===== src/rtl/xorshift_charset_generator_macros.svh =====
// Assertion macros for the xorshift character generator.
// Included by the RTL files that carry concurrent assertions; no dependencies.
`ifndef XORSHIFT_CHARSET_GENERATOR_MACROS_SVH
`define XORSHIFT_CHARSET_GENERATOR_MACROS_SVH

// Same-cycle implication, disabled while reset is asserted.
`define XCG_ASSERT_NOW(label, clk, rst_n, ante, cons, msg) \
  label: assert property (@(posedge clk) disable iff (!rst_n) (ante) |-> (cons)) \
    else $error(msg);

// Next-cycle implication, disabled while reset is asserted.
`define XCG_ASSERT_NEXT(label, clk, rst_n, ante, cons, msg) \
  label: assert property (@(posedge clk) disable iff (!rst_n) (ante) |=> (cons)) \
    else $error(msg);

`endif


===== src/rtl/xcg_pkg.sv =====
// Shared types, constants and the xorshift step for the character generator.
// No dependencies; compiled first.
package xcg_pkg;

  localparam int ALPHABET_DEPTH = 96;
  localparam int ADDR_W         = $clog2(ALPHABET_DEPTH);

  localparam int MODE_W = 2;
  localparam int SEED_W = 64;
  localparam int IDX_W  = 7;
  localparam int CHAR_W = 7;
  localparam int LEN_W  = 7;
  localparam int DIV_W  = LEN_W + 1;

  localparam logic [LEN_W-1:0] LEN_RESET = 7'd70;
  localparam logic [SEED_W-1:0] STATE_RESET = 64'd1;

  // remainder digits folded per cycle in the modulo unit
  localparam int DIGITS     = 4;
  localparam int DIV_CYCLES = SEED_W / DIGITS;
  localparam int CNT_W      = $clog2(DIV_CYCLES);

  localparam int Q_DEPTH = 2;
  localparam int Q_PTR_W = (Q_DEPTH > 1) ? $clog2(Q_DEPTH) : 1;
  localparam int Q_CNT_W = $clog2(Q_DEPTH + 1);

  localparam logic [MODE_W-1:0] MODE_GEN   = 2'd0;
  localparam logic [MODE_W-1:0] MODE_SEED  = 2'd1;
  localparam logic [MODE_W-1:0] MODE_WRITE = 2'd2;

  typedef enum logic [1:0] {
    OP_GEN,
    OP_SEED,
    OP_WRITE
  } op_t;

  typedef struct packed {
    op_t               op;
    logic [SEED_W-1:0] seed;
    logic [IDX_W-1:0]  idx;
    logic [CHAR_W-1:0] chr;
  } cmd_t;

  typedef struct packed {
    logic full;
    logic empty;
  } q_stat_t;

  typedef enum logic [1:0] {
    ST_IDLE,
    ST_DIV,
    ST_READ,
    ST_LOAD
  } st_t;

  function automatic logic [SEED_W-1:0] xs_advance(input logic [SEED_W-1:0] s);
    logic [SEED_W-1:0] v;
    v = s ^ (s << 13);
    v = v ^ (v >> 7);
    v = v ^ (v << 17);
    return v;
  endfunction

endpackage


===== src/rtl/xcg_if.sv =====
// Request and result channel interfaces for the character generator.
// Depends on xcg_pkg.
interface xcg_in_if import xcg_pkg::*; ();
  logic              valid;
  logic              ready;
  logic [MODE_W-1:0] mode;
  logic [SEED_W-1:0] seed_value;
  logic [IDX_W-1:0]  entry_index;
  logic [CHAR_W-1:0] entry_char;

  modport source (output valid, mode, seed_value, entry_index, entry_char, input ready);
  modport sink   (input valid, mode, seed_value, entry_index, entry_char, output ready);
endinterface

interface xcg_out_if import xcg_pkg::*; ();
  logic              valid;
  logic              ready;
  logic [CHAR_W-1:0] character;

  modport source (output valid, character, input ready);
  modport sink   (input valid, character, output ready);
endinterface


===== src/rtl/xcg_front.sv =====
// Front end: takes requests, decodes the mode, drops no-op requests.
// Depends on xcg_pkg and xcg_if.
module xcg_front import xcg_pkg::*; (
  input  logic    clk,
  input  logic    rst_n,
  xcg_in_if.sink  in_ch,
  output logic    push,
  output cmd_t    push_cmd,
  input  q_stat_t q_stat
);

  logic hold_v_r, hold_v_nxt;
  cmd_t hold_r;
  cmd_t dec;
  logic dec_v;
  logic take;

  // mode 3 and writes past the store are accepted and dropped here
  always_comb begin
    dec.seed = in_ch.seed_value;
    dec.idx  = in_ch.entry_index;
    dec.chr  = in_ch.entry_char;
    dec.op   = OP_GEN;
    dec_v    = 1'b0;
    case (in_ch.mode)
      MODE_GEN: begin
        dec.op = OP_GEN;
        dec_v  = 1'b1;
      end
      MODE_SEED: begin
        dec.op = OP_SEED;
        dec_v  = 1'b1;
      end
      MODE_WRITE: begin
        dec.op = OP_WRITE;
        dec_v  = ({1'b0, in_ch.entry_index} < (IDX_W+1)'(ALPHABET_DEPTH));
      end
      default: begin
        dec_v = 1'b0;
      end
    endcase
  end

  assign push        = hold_v_r && !q_stat.full;
  assign push_cmd    = hold_r;
  assign in_ch.ready = !hold_v_r || !q_stat.full;
  assign take        = in_ch.valid && in_ch.ready;

  always_comb begin
    hold_v_nxt = hold_v_r;
    if (push) begin
      hold_v_nxt = 1'b0;
    end
    if (take) begin
      hold_v_nxt = dec_v;
    end
  end

  always_ff @(posedge clk) begin
    if (!rst_n) begin
      hold_v_r <= 1'b0;
    end else begin
      hold_v_r <= hold_v_nxt;
    end
  end

  always_ff @(posedge clk) begin
    if (take) begin
      hold_r <= dec;
    end
  end

endmodule


===== src/rtl/xcg_fifo.sv =====
// Short command queue between the front end and the execution back end.
// Depends on xcg_pkg.
module xcg_fifo import xcg_pkg::*; (
  input  logic    clk,
  input  logic    rst_n,
  input  logic    push,
  input  cmd_t    push_cmd,
  input  logic    pop,
  output cmd_t    pop_cmd,
  output q_stat_t q_stat
);

  cmd_t               ent_r [Q_DEPTH];
  logic [Q_PTR_W-1:0] wr_r, wr_nxt;
  logic [Q_PTR_W-1:0] rd_r, rd_nxt;
  logic [Q_CNT_W-1:0] cnt_r, cnt_nxt;
  logic               do_push, do_pop;

  function automatic logic [Q_PTR_W-1:0] ptr_inc(input logic [Q_PTR_W-1:0] p);
    return (p == Q_PTR_W'(Q_DEPTH - 1)) ? '0 : p + 1'b1;
  endfunction

  assign q_stat.full  = (cnt_r == Q_CNT_W'(Q_DEPTH));
  assign q_stat.empty = (cnt_r == '0);
  assign do_push      = push && !q_stat.full;
  assign do_pop       = pop && !q_stat.empty;
  assign pop_cmd      = ent_r[rd_r];

  always_comb begin
    wr_nxt  = do_push ? ptr_inc(wr_r) : wr_r;
    rd_nxt  = do_pop ? ptr_inc(rd_r) : rd_r;
    cnt_nxt = cnt_r;
    if (do_push && !do_pop) begin
      cnt_nxt = cnt_r + 1'b1;
    end else if (do_pop && !do_push) begin
      cnt_nxt = cnt_r - 1'b1;
    end
  end

  always_ff @(posedge clk) begin
    if (!rst_n) begin
      wr_r  <= '0;
      rd_r  <= '0;
      cnt_r <= '0;
    end else begin
      wr_r  <= wr_nxt;
      rd_r  <= rd_nxt;
      cnt_r <= cnt_nxt;
    end
  end

  always_ff @(posedge clk) begin
    if (do_push) begin
      ent_r[wr_r] <= push_cmd;
    end
  end

endmodule


===== src/rtl/xcg_back.sv =====
// Back end: generator state, modulo unit, alphabet memory, result register.
// Depends on xcg_pkg, xcg_if and the assertion macro header.
`include "xorshift_charset_generator_macros.svh"

module xcg_back import xcg_pkg::*; (
  input  logic             clk,
  input  logic             rst_n,
  input  cmd_t             cmd,
  input  q_stat_t          q_stat,
  output logic             pop,
  input  logic             cfg_we,
  input  logic [LEN_W-1:0] cfg_wdata,
  xcg_out_if.source        out_ch
);

  st_t               st_r, st_nxt;
  logic [SEED_W-1:0] gen_r;
  logic [SEED_W-1:0] div_q_r;
  logic [LEN_W-1:0]  rem_r, rem_step;
  logic [CNT_W-1:0]  cnt_r;
  logic [LEN_W-1:0]  len_r;
  logic [DIV_W-1:0]  len_eff;
  logic [CHAR_W-1:0] mem [ALPHABET_DEPTH];
  logic [CHAR_W-1:0] rdata_r;
  logic [CHAR_W-1:0] out_char_r;
  logic              out_v_r;
  logic              out_free;
  logic              cnt_last;
  logic              mem_we, mem_re, seed_ld, gen_go, div_run, out_load;

  assign out_free = !out_v_r || out_ch.ready;
  assign cnt_last = (cnt_r == CNT_W'(DIV_CYCLES - 1));

  // zero length acts as one, lengths past the store saturate
  always_comb begin
    if (len_r == '0) begin
      len_eff = DIV_W'(1);
    end else if ({1'b0, len_r} > DIV_W'(ALPHABET_DEPTH)) begin
      len_eff = DIV_W'(ALPHABET_DEPTH);
    end else begin
      len_eff = {1'b0, len_r};
    end
  end

  // restoring remainder, DIGITS quotient bits per cycle, MSB first
  always_comb begin
    logic [DIV_W-1:0] t;
    logic [LEN_W-1:0] r;
    r = rem_r;
    for (int i = 0; i < DIGITS; i++) begin
      t = {r, div_q_r[SEED_W-1-i]};
      if (t >= len_eff) begin
        t = t - len_eff;
      end
      r = t[LEN_W-1:0];
    end
    rem_step = r;
  end

  always_comb begin
    st_nxt = st_r;
    case (st_r)
      ST_IDLE: begin
        if (!q_stat.empty && cmd.op == OP_GEN) begin
          st_nxt = ST_DIV;
        end
      end
      ST_DIV: begin
        if (cnt_last) begin
          st_nxt = ST_READ;
        end
      end
      ST_READ: begin
        st_nxt = ST_LOAD;
      end
      ST_LOAD: begin
        if (out_free) begin
          st_nxt = ST_IDLE;
        end
      end
      default: begin
        st_nxt = ST_IDLE;
      end
    endcase
  end

  always_comb begin
    pop      = 1'b0;
    mem_we   = 1'b0;
    mem_re   = 1'b0;
    seed_ld  = 1'b0;
    gen_go   = 1'b0;
    div_run  = 1'b0;
    out_load = 1'b0;
    case (st_r)
      ST_IDLE: begin
        if (!q_stat.empty) begin
          pop = 1'b1;
          case (cmd.op)
            OP_GEN:   gen_go  = 1'b1;
            OP_SEED:  seed_ld = 1'b1;
            OP_WRITE: mem_we  = 1'b1;
            default:  ;
          endcase
        end
      end
      ST_DIV:  div_run = 1'b1;
      ST_READ: mem_re = 1'b1;
      ST_LOAD: out_load = out_free;
      default: ;
    endcase
  end

  always_ff @(posedge clk) begin
    if (!rst_n) begin
      st_r    <= ST_IDLE;
      gen_r   <= STATE_RESET;
      len_r   <= LEN_RESET;
      out_v_r <= 1'b0;
    end else begin
      st_r <= st_nxt;
      if (cfg_we) begin
        len_r <= cfg_wdata;
      end
      if (seed_ld) begin
        gen_r <= cmd.seed;
      end else if (gen_go) begin
        gen_r <= xs_advance(gen_r);
      end
      if (out_load) begin
        out_v_r <= 1'b1;
      end else if (out_ch.ready) begin
        out_v_r <= 1'b0;
      end
    end
  end

  always_ff @(posedge clk) begin
    if (gen_go) begin
      div_q_r <= xs_advance(gen_r);
      rem_r   <= '0;
      cnt_r   <= '0;
    end else if (div_run) begin
      div_q_r <= div_q_r << DIGITS;
      rem_r   <= rem_step;
      cnt_r   <= cnt_r + 1'b1;
    end
    if (out_load) begin
      out_char_r <= rdata_r;
    end
  end

  always_ff @(posedge clk) begin
    if (mem_we) begin
      mem[cmd.idx[ADDR_W-1:0]] <= cmd.chr;
    end
    if (mem_re) begin
      rdata_r <= mem[rem_r[ADDR_W-1:0]];
    end
  end

  assign out_ch.valid     = out_v_r;
  assign out_ch.character = out_char_r;

  `XCG_ASSERT_NOW(a_rem_below_len, clk, rst_n, st_r == ST_DIV || st_r == ST_READ,
    {1'b0, rem_r} < len_eff, "remainder not below alphabet length")
  `XCG_ASSERT_NEXT(a_gen_starts_div, clk, rst_n, gen_go,
    st_r == ST_DIV && cnt_r == '0, "generate request did not start modulo unit")
  `XCG_ASSERT_NEXT(a_load_to_idle, clk, rst_n, out_load,
    out_v_r && st_r == ST_IDLE, "result load did not present a result")

endmodule


===== src/rtl/xorshift_charset_generator.sv =====
// Top level of the xorshift random character generator.
// Depends on xcg_pkg, xcg_if, xcg_front, xcg_fifo and xcg_back.

// Random character generator. A 64-bit xorshift state (shifts 13, 7, 17,
// reset value 1) is advanced once per generate request, reduced modulo the
// alphabet length and used to index a 96-entry store of 7-bit characters.
// Requests: mode 0 generates one character (one result), mode 1 loads the
// seed, mode 2 writes one alphabet slot; neither of the last two gives a
// result, and mode 3 or a slot index past the store is taken and dropped.
// A zero seed stays zero. Slots must be written before a generate can land
// on them; an unwritten slot returns an arbitrary code.
// cfg_wdata sets the alphabet length (reset 70); 0 acts as 1 and values past
// 96 saturate to 96. Write it only while no request is in flight.
// A generate request holds the back end while it pops and steps the state,
// runs the modulo unit folding 4 bits a cycle, reads the alphabet memory
// and loads the result register once the output is free; seed loads and
// slot writes finish as they are popped. A front holding stage and a
// two-deep queue take requests in while a generate runs or a result waits.
module xorshift_charset_generator import xcg_pkg::*; (
  input  logic             clk,
  input  logic             rst_n,
  xcg_in_if.sink           in_ch,
  xcg_out_if.source        out_ch,
  input  logic             cfg_we,
  input  logic [LEN_W-1:0] cfg_wdata
);

  // front -> queue
  logic    push;
  cmd_t    push_cmd;
  // queue -> back
  logic    pop;
  cmd_t    pop_cmd;
  q_stat_t q_stat;

  // decode and hold one request
  xcg_front u_front (
    .clk      (clk),
    .rst_n    (rst_n),
    .in_ch    (in_ch),
    .push     (push),
    .push_cmd (push_cmd),
    .q_stat   (q_stat)
  );

  // decouples request intake from execution
  xcg_fifo u_fifo (
    .clk      (clk),
    .rst_n    (rst_n),
    .push     (push),
    .push_cmd (push_cmd),
    .pop      (pop),
    .pop_cmd  (pop_cmd),
    .q_stat   (q_stat)
  );

  // state, modulo, alphabet lookup and result register
  xcg_back u_back (
    .clk       (clk),
    .rst_n     (rst_n),
    .cmd       (pop_cmd),
    .q_stat    (q_stat),
    .pop       (pop),
    .cfg_we    (cfg_we),
    .cfg_wdata (cfg_wdata),
    .out_ch    (out_ch)
  );

endmodule

===== src/flat_wrapper.sv =====
// flat-port wrapper written by rule: the top's interface ports become plain ports
module xorshift_charset_generator_flat import xcg_pkg::*;
  (clk, rst_n, cfg_we, cfg_wdata, in_ch_valid, in_ch_mode, in_ch_seed_value, in_ch_entry_index, in_ch_entry_char, in_ch_ready, out_ch_valid, out_ch_character, out_ch_ready);
  xcg_in_if in_ch_i ();
  xcg_out_if out_ch_i ();
  input  logic clk;
  input  logic rst_n;
  input  logic cfg_we;
  input  logic [LEN_W-1:0] cfg_wdata;
  input wire logic [$bits(in_ch_i.valid)-1:0] in_ch_valid;
  input wire logic [$bits(in_ch_i.mode)-1:0] in_ch_mode;
  input wire logic [$bits(in_ch_i.seed_value)-1:0] in_ch_seed_value;
  input wire logic [$bits(in_ch_i.entry_index)-1:0] in_ch_entry_index;
  input wire logic [$bits(in_ch_i.entry_char)-1:0] in_ch_entry_char;
  output wire logic [$bits(in_ch_i.ready)-1:0] in_ch_ready;
  output wire logic [$bits(out_ch_i.valid)-1:0] out_ch_valid;
  output wire logic [$bits(out_ch_i.character)-1:0] out_ch_character;
  input wire logic [$bits(out_ch_i.ready)-1:0] out_ch_ready;
  assign in_ch_i.valid = in_ch_valid;
  assign in_ch_i.mode = in_ch_mode;
  assign in_ch_i.seed_value = in_ch_seed_value;
  assign in_ch_i.entry_index = in_ch_entry_index;
  assign in_ch_i.entry_char = in_ch_entry_char;
  assign in_ch_ready = in_ch_i.ready;
  assign out_ch_valid = out_ch_i.valid;
  assign out_ch_character = out_ch_i.character;
  assign out_ch_i.ready = out_ch_ready;
  xorshift_charset_generator u_core (.clk(clk), .rst_n(rst_n), .in_ch(in_ch_i), .out_ch(out_ch_i), .cfg_we(cfg_we), .cfg_wdata(cfg_wdata));
endmodule

===== config.mk =====
export PLATFORM = sky130hd
export DESIGN_NAME = xorshift_charset_generator_flat
export DESIGN_NICKNAME = d
export VERILOG_FILES = /design/src/rtl/xcg_pkg.sv /design/src/rtl/xcg_if.sv /design/src/rtl/xcg_front.sv /design/src/rtl/xcg_fifo.sv /design/src/rtl/xcg_back.sv /design/src/rtl/xorshift_charset_generator.sv /design/src/flat_wrapper.sv
export VERILOG_INCLUDE_DIRS = /design/src /design/src/rtl
export SDC_FILE = /design/constraint.sdc
export NUM_CORES = 1
export LEC_CHECK = 0
export ABC_AREA = 1
export BUFFER_PORTS_ARGS = -buffer_cell sky130_fd_sc_hd__buf_2
export CORE_MARGIN = 2
export CORE_UTILIZATION = 40
export CTS_CLUSTER_DIAMETER = 150
export DETAILED_ROUTE_END_ITERATION = 16
export GPL_ROUTABILITY_DRIVEN = 0
export PLACE_DENSITY = 0.63
export SYNTH_ARGS = -nofsm -noshare
export SYNTH_HDL_FRONTEND = slang
export SYNTH_SLANG_ARGS = --single-unit

===== constraint.sdc =====
create_clock -name clk -period 6.01 [get_ports clk]
set_clock_uncertainty 0.1 [all_clocks]
set_input_delay 0.3005 -clock clk [delete_from_list [all_inputs] [get_ports clk]]
set_output_delay 0.3005 -clock clk [all_outputs]
set_load 0.05 [all_outputs]

==> results.cfg <==
[global_route]
grt_overflow_total = 0
grt_pass1_wl_um = 166000
grt_pass1_vias = 27500
antenna_found_initial = 5
grt_use_total_pct = 19.0
grt_max_degree = 172

[power]
p_leak_nw = 17.4
power.density_nw_per_um2 = 600
vdd_drop_max_uv = 932

[worst_setup_path]
r2r-end = u_core.u_back.rem_r[3]
endpoint_kind = flip-flop
cp.required_ns = 6.47
cp.arrival_ns = 6.61
r2r_start = u_core.u_back.len_r[3]
r2r_cells = 48
reg2reg_slack_ns = -0.14
slowest_delay_ns = 0.37
path_class = reg -> reg
timing.critical_path.max_delay_family = simple AND/OR/NAND/NOR gates
crit_path_end = u_core.u_back.rem_r[3]
cpMostUsedCell = buf_4
cp_max_fo = 7
critPathSlowestCell = fa_2
cp.depth = 48
crit_start = u_core.u_back.len_r[3]
start_kind = flip-flop
cp_num_buf_inv = 15

[synthesis]
syn_avg_cell_area_sq_um = 12.5
synth_cell_type_count = 51
synth_edf_count = 990
synthArstFlopShare_pct = 0
synth_top_area_cell = edfxtp_1
synth_seq_cells = 1081
syn-cell-area_sq_um = 44300
syn-instance-count = 3533
ys.flop_type = edfxtp_1
synth-seq-area-share_pct = 71.2
syn_nets = 3663
yosysTopAreaCellShare_pct = 67.1
synth.area.top_cells = edfxtp_1 (67%), o21ai_0 (4.2%), dfxtp_1 (4.1%), nor2_1 (4.0%), nand2_1 (3.8%)
synth_commonest_cells = edfxtp_1 (990), nor2_1 (477), nand2_1 (448)
yosys_warnings = 0
synth.most_common_cell = edfxtp_1

[clock_tree]
clock-sinks = 1081
root_buffer = clkbuf_16
clock_latency_ns = 0.69
htreeDepth = 3
cts_made_buffers = 107
clk_path_buf_depth = 3
cts_tree = done
clk_pin_slew_ns = 0.07

[finish]
multi_input_area_sq_um = 12100
diodes = 0
fill_cells = 9650
drive_gt1_share_pct = 14.7
post-route-util_pct = 46.9
seq_area_sq_um = 31600
layout-area-overhead-vs-synth_pct = 16.8
nets = 3891

[floorplan]
die-area_sq_um = 113000
die-width_um = 337
initial_utilization_pct = 40.2
num_rows = 122
die_h_um = 337
io_pins = 101
coreArea_sq_um = 110000

[route]
num_vias = 28500
ant_nets = 0
drc_errors = 0
drt_wl_total_um = 110000
wire_per_inst_um = 20.5
vias_per_cell = 5.34
drt_iter0_markers = 2912
firstDrtPassIters = 8

[timing]
period_share_pct = 102
max_freq_mhz = 163
holdWs_ns = 0.210
finalSetupViolCount = 7
rsz0062_at_grt = true
final.setup.tns_ns = -0.629
slew_viol_final = 0
tightest_slew_ns = 1.29
fin_ws_ns = -0.137
relSlewSlack_pct = 14.0
period_minus_slack_ns = 6.15
hold_viol = 0

[placed_design]
portBuffers = 100
dp_hpwl_um = 63300
place_ws_ns = -0.271

[outcome]
violations = negative setup slack
outcome = complete, but fails checks

[worst_hold_path]
hold_path.class = in -> reg

[job]
drv_cap = 0
==> sequential cells by signal, indices dropped and copies added (netlist names), named ones only <==
register	flops
u_core.u_back.rdata_r	7
u_core.u_back.rem_r	7
u_core.u_fifo.wr_r	1
u_core.u_back.out_ch.character	7
u_core.u_back.len_r	7
u_core.u_front.push_cmd	80
u_core.u_back.div_q_r	64
u_core.u_fifo.ent_r	160
u_core.u_back.gen_r	64
u_core.u_back.mem	672
u_core.u_fifo.cnt_r	2
u_core.u_back.cnt_r	4
u_core.u_fifo.rd_r	1
u_core.u_front.hold_v_r	1
u_core.u_back.st_r	2
u_core.u_back.out_ch.valid	1
==> cells by family (layout without fill, tap and decap cells) <==
group,after synthesis,after routing,share of synthesized area (%)
DFF,1081,1081,71.2
xor gates and xnor gates,154,154,3.04
and+or+nand+nor,1169,1169,11.1
buffers and inverters,306,626,2.78
adders and majority gates,38,38,1.14
AOI/OAI and AO/OA,785,785,10.7
==> routing by layer <==
metal / GRT usage, % / part of all wire [%] / up-vias / routed length, um
li1: - / - / 13400 / -
met1: 27.0 / 44 / 14000 / 48200
met2: 30.2 / 47 / 926 / 51500
met3: 2.91 / 6.3 / 211 / 6920
met4: 5.63 / 2.7 / 10 / 2980
met5: 0 / 0.059 / - / 65
==> cell type report <==
class | count | area share, %
flip-flops and latches | 1081 | 60.9
multi-input cells | 2146 | 23.3
clock buffers | 141 | 5.60
repair buffers | 320 | 4.72
well taps | 1488 | 3.59
clock inverters | 60 | 1.04
inverters | 105 | 0.788
==> worst reg2reg max path, delay by kind of cell (launching register included) <==
family,cells,cell delay (ns)
simple gates,24,2.14
flops,1,0.32
compound gates,5,0.90
buf+inv,15,1.62
fa+ha+maj,4,0.99
==> how the worst min path moves through the flow <==
stage	from	to	slack, ns	cells past startpoint
floorplan	in_ch_entry_char[0]	u_core.u_front.push_cmd[0]	0.30	0
global placement	u_core.u_back.rdata_r[1]	u_core.u_back.out_ch.character[1]	0.31	0
detailed placement	u_core.u_back.rdata_r[5]	u_core.u_back.out_ch.character[5]	0.32	0
CTS	in_ch_seed_value[23]	u_core.u_front.push_cmd[37]	0.18	2
global route	in_ch_seed_value[49]	u_core.u_front.push_cmd[63]	0.21	2
finish	in_ch_seed_value[43]	u_core.u_front.push_cmd[57]	0.21	2
==> report_power, final <==
group	internal [W]	switching (W)	leakage (nW)
registers	0.00951	0.000338	9.76
clock network	0.00370	0.00282	1.65
logic	0.00573	0.00897	6.03
==> what timing repair did <==
item,CTS,global route
resized for setup,32,60
setup buffers,19,8
pin swaps,25,51
endpoints found under the hold margin,97,0
hold buffers,101,0
endpoints found under the setup margin,7,7
==> stage by stage <==
step / std cells / instance area (sq um) / power [W]
floorplan: 3533 / 44400 / 0.0186
global placement: 5012 / 46800 / 0.0227
detailed placement: 5012 / 46800 / 0.0229
CTS: 5333 / 51500 / 0.0302
global route: 5341 / 51800 / 0.0329
finish: 5341 / 51800 / 0.0311
==> placed cells by master (no fill, tap or decap), drive strengths merged, types with 2 or more instances in the layout <==
cell type / n
a22oi: 3
a21oi: 64
nand2: 454
o21a: 6
clkbuf: 141
xor2: 42
nor2: 482
o221ai: 114
bufinv: 7
a31oi: 69
inv: 108
buf: 219
edfxtp: 990
clkinv: 44
o211ai: 63
ha: 34
xnor2: 112
nand3: 153
a221o: 2
a32o: 3
nand4: 10
a21o: 2
or2: 60
o22ai: 51
clkinvlp: 6
fa: 4
dlygate4sd3: 101
dfxtp: 91
nor3: 7
o21ai: 404
No activity file was read; power rests on OpenSTA's default activity.
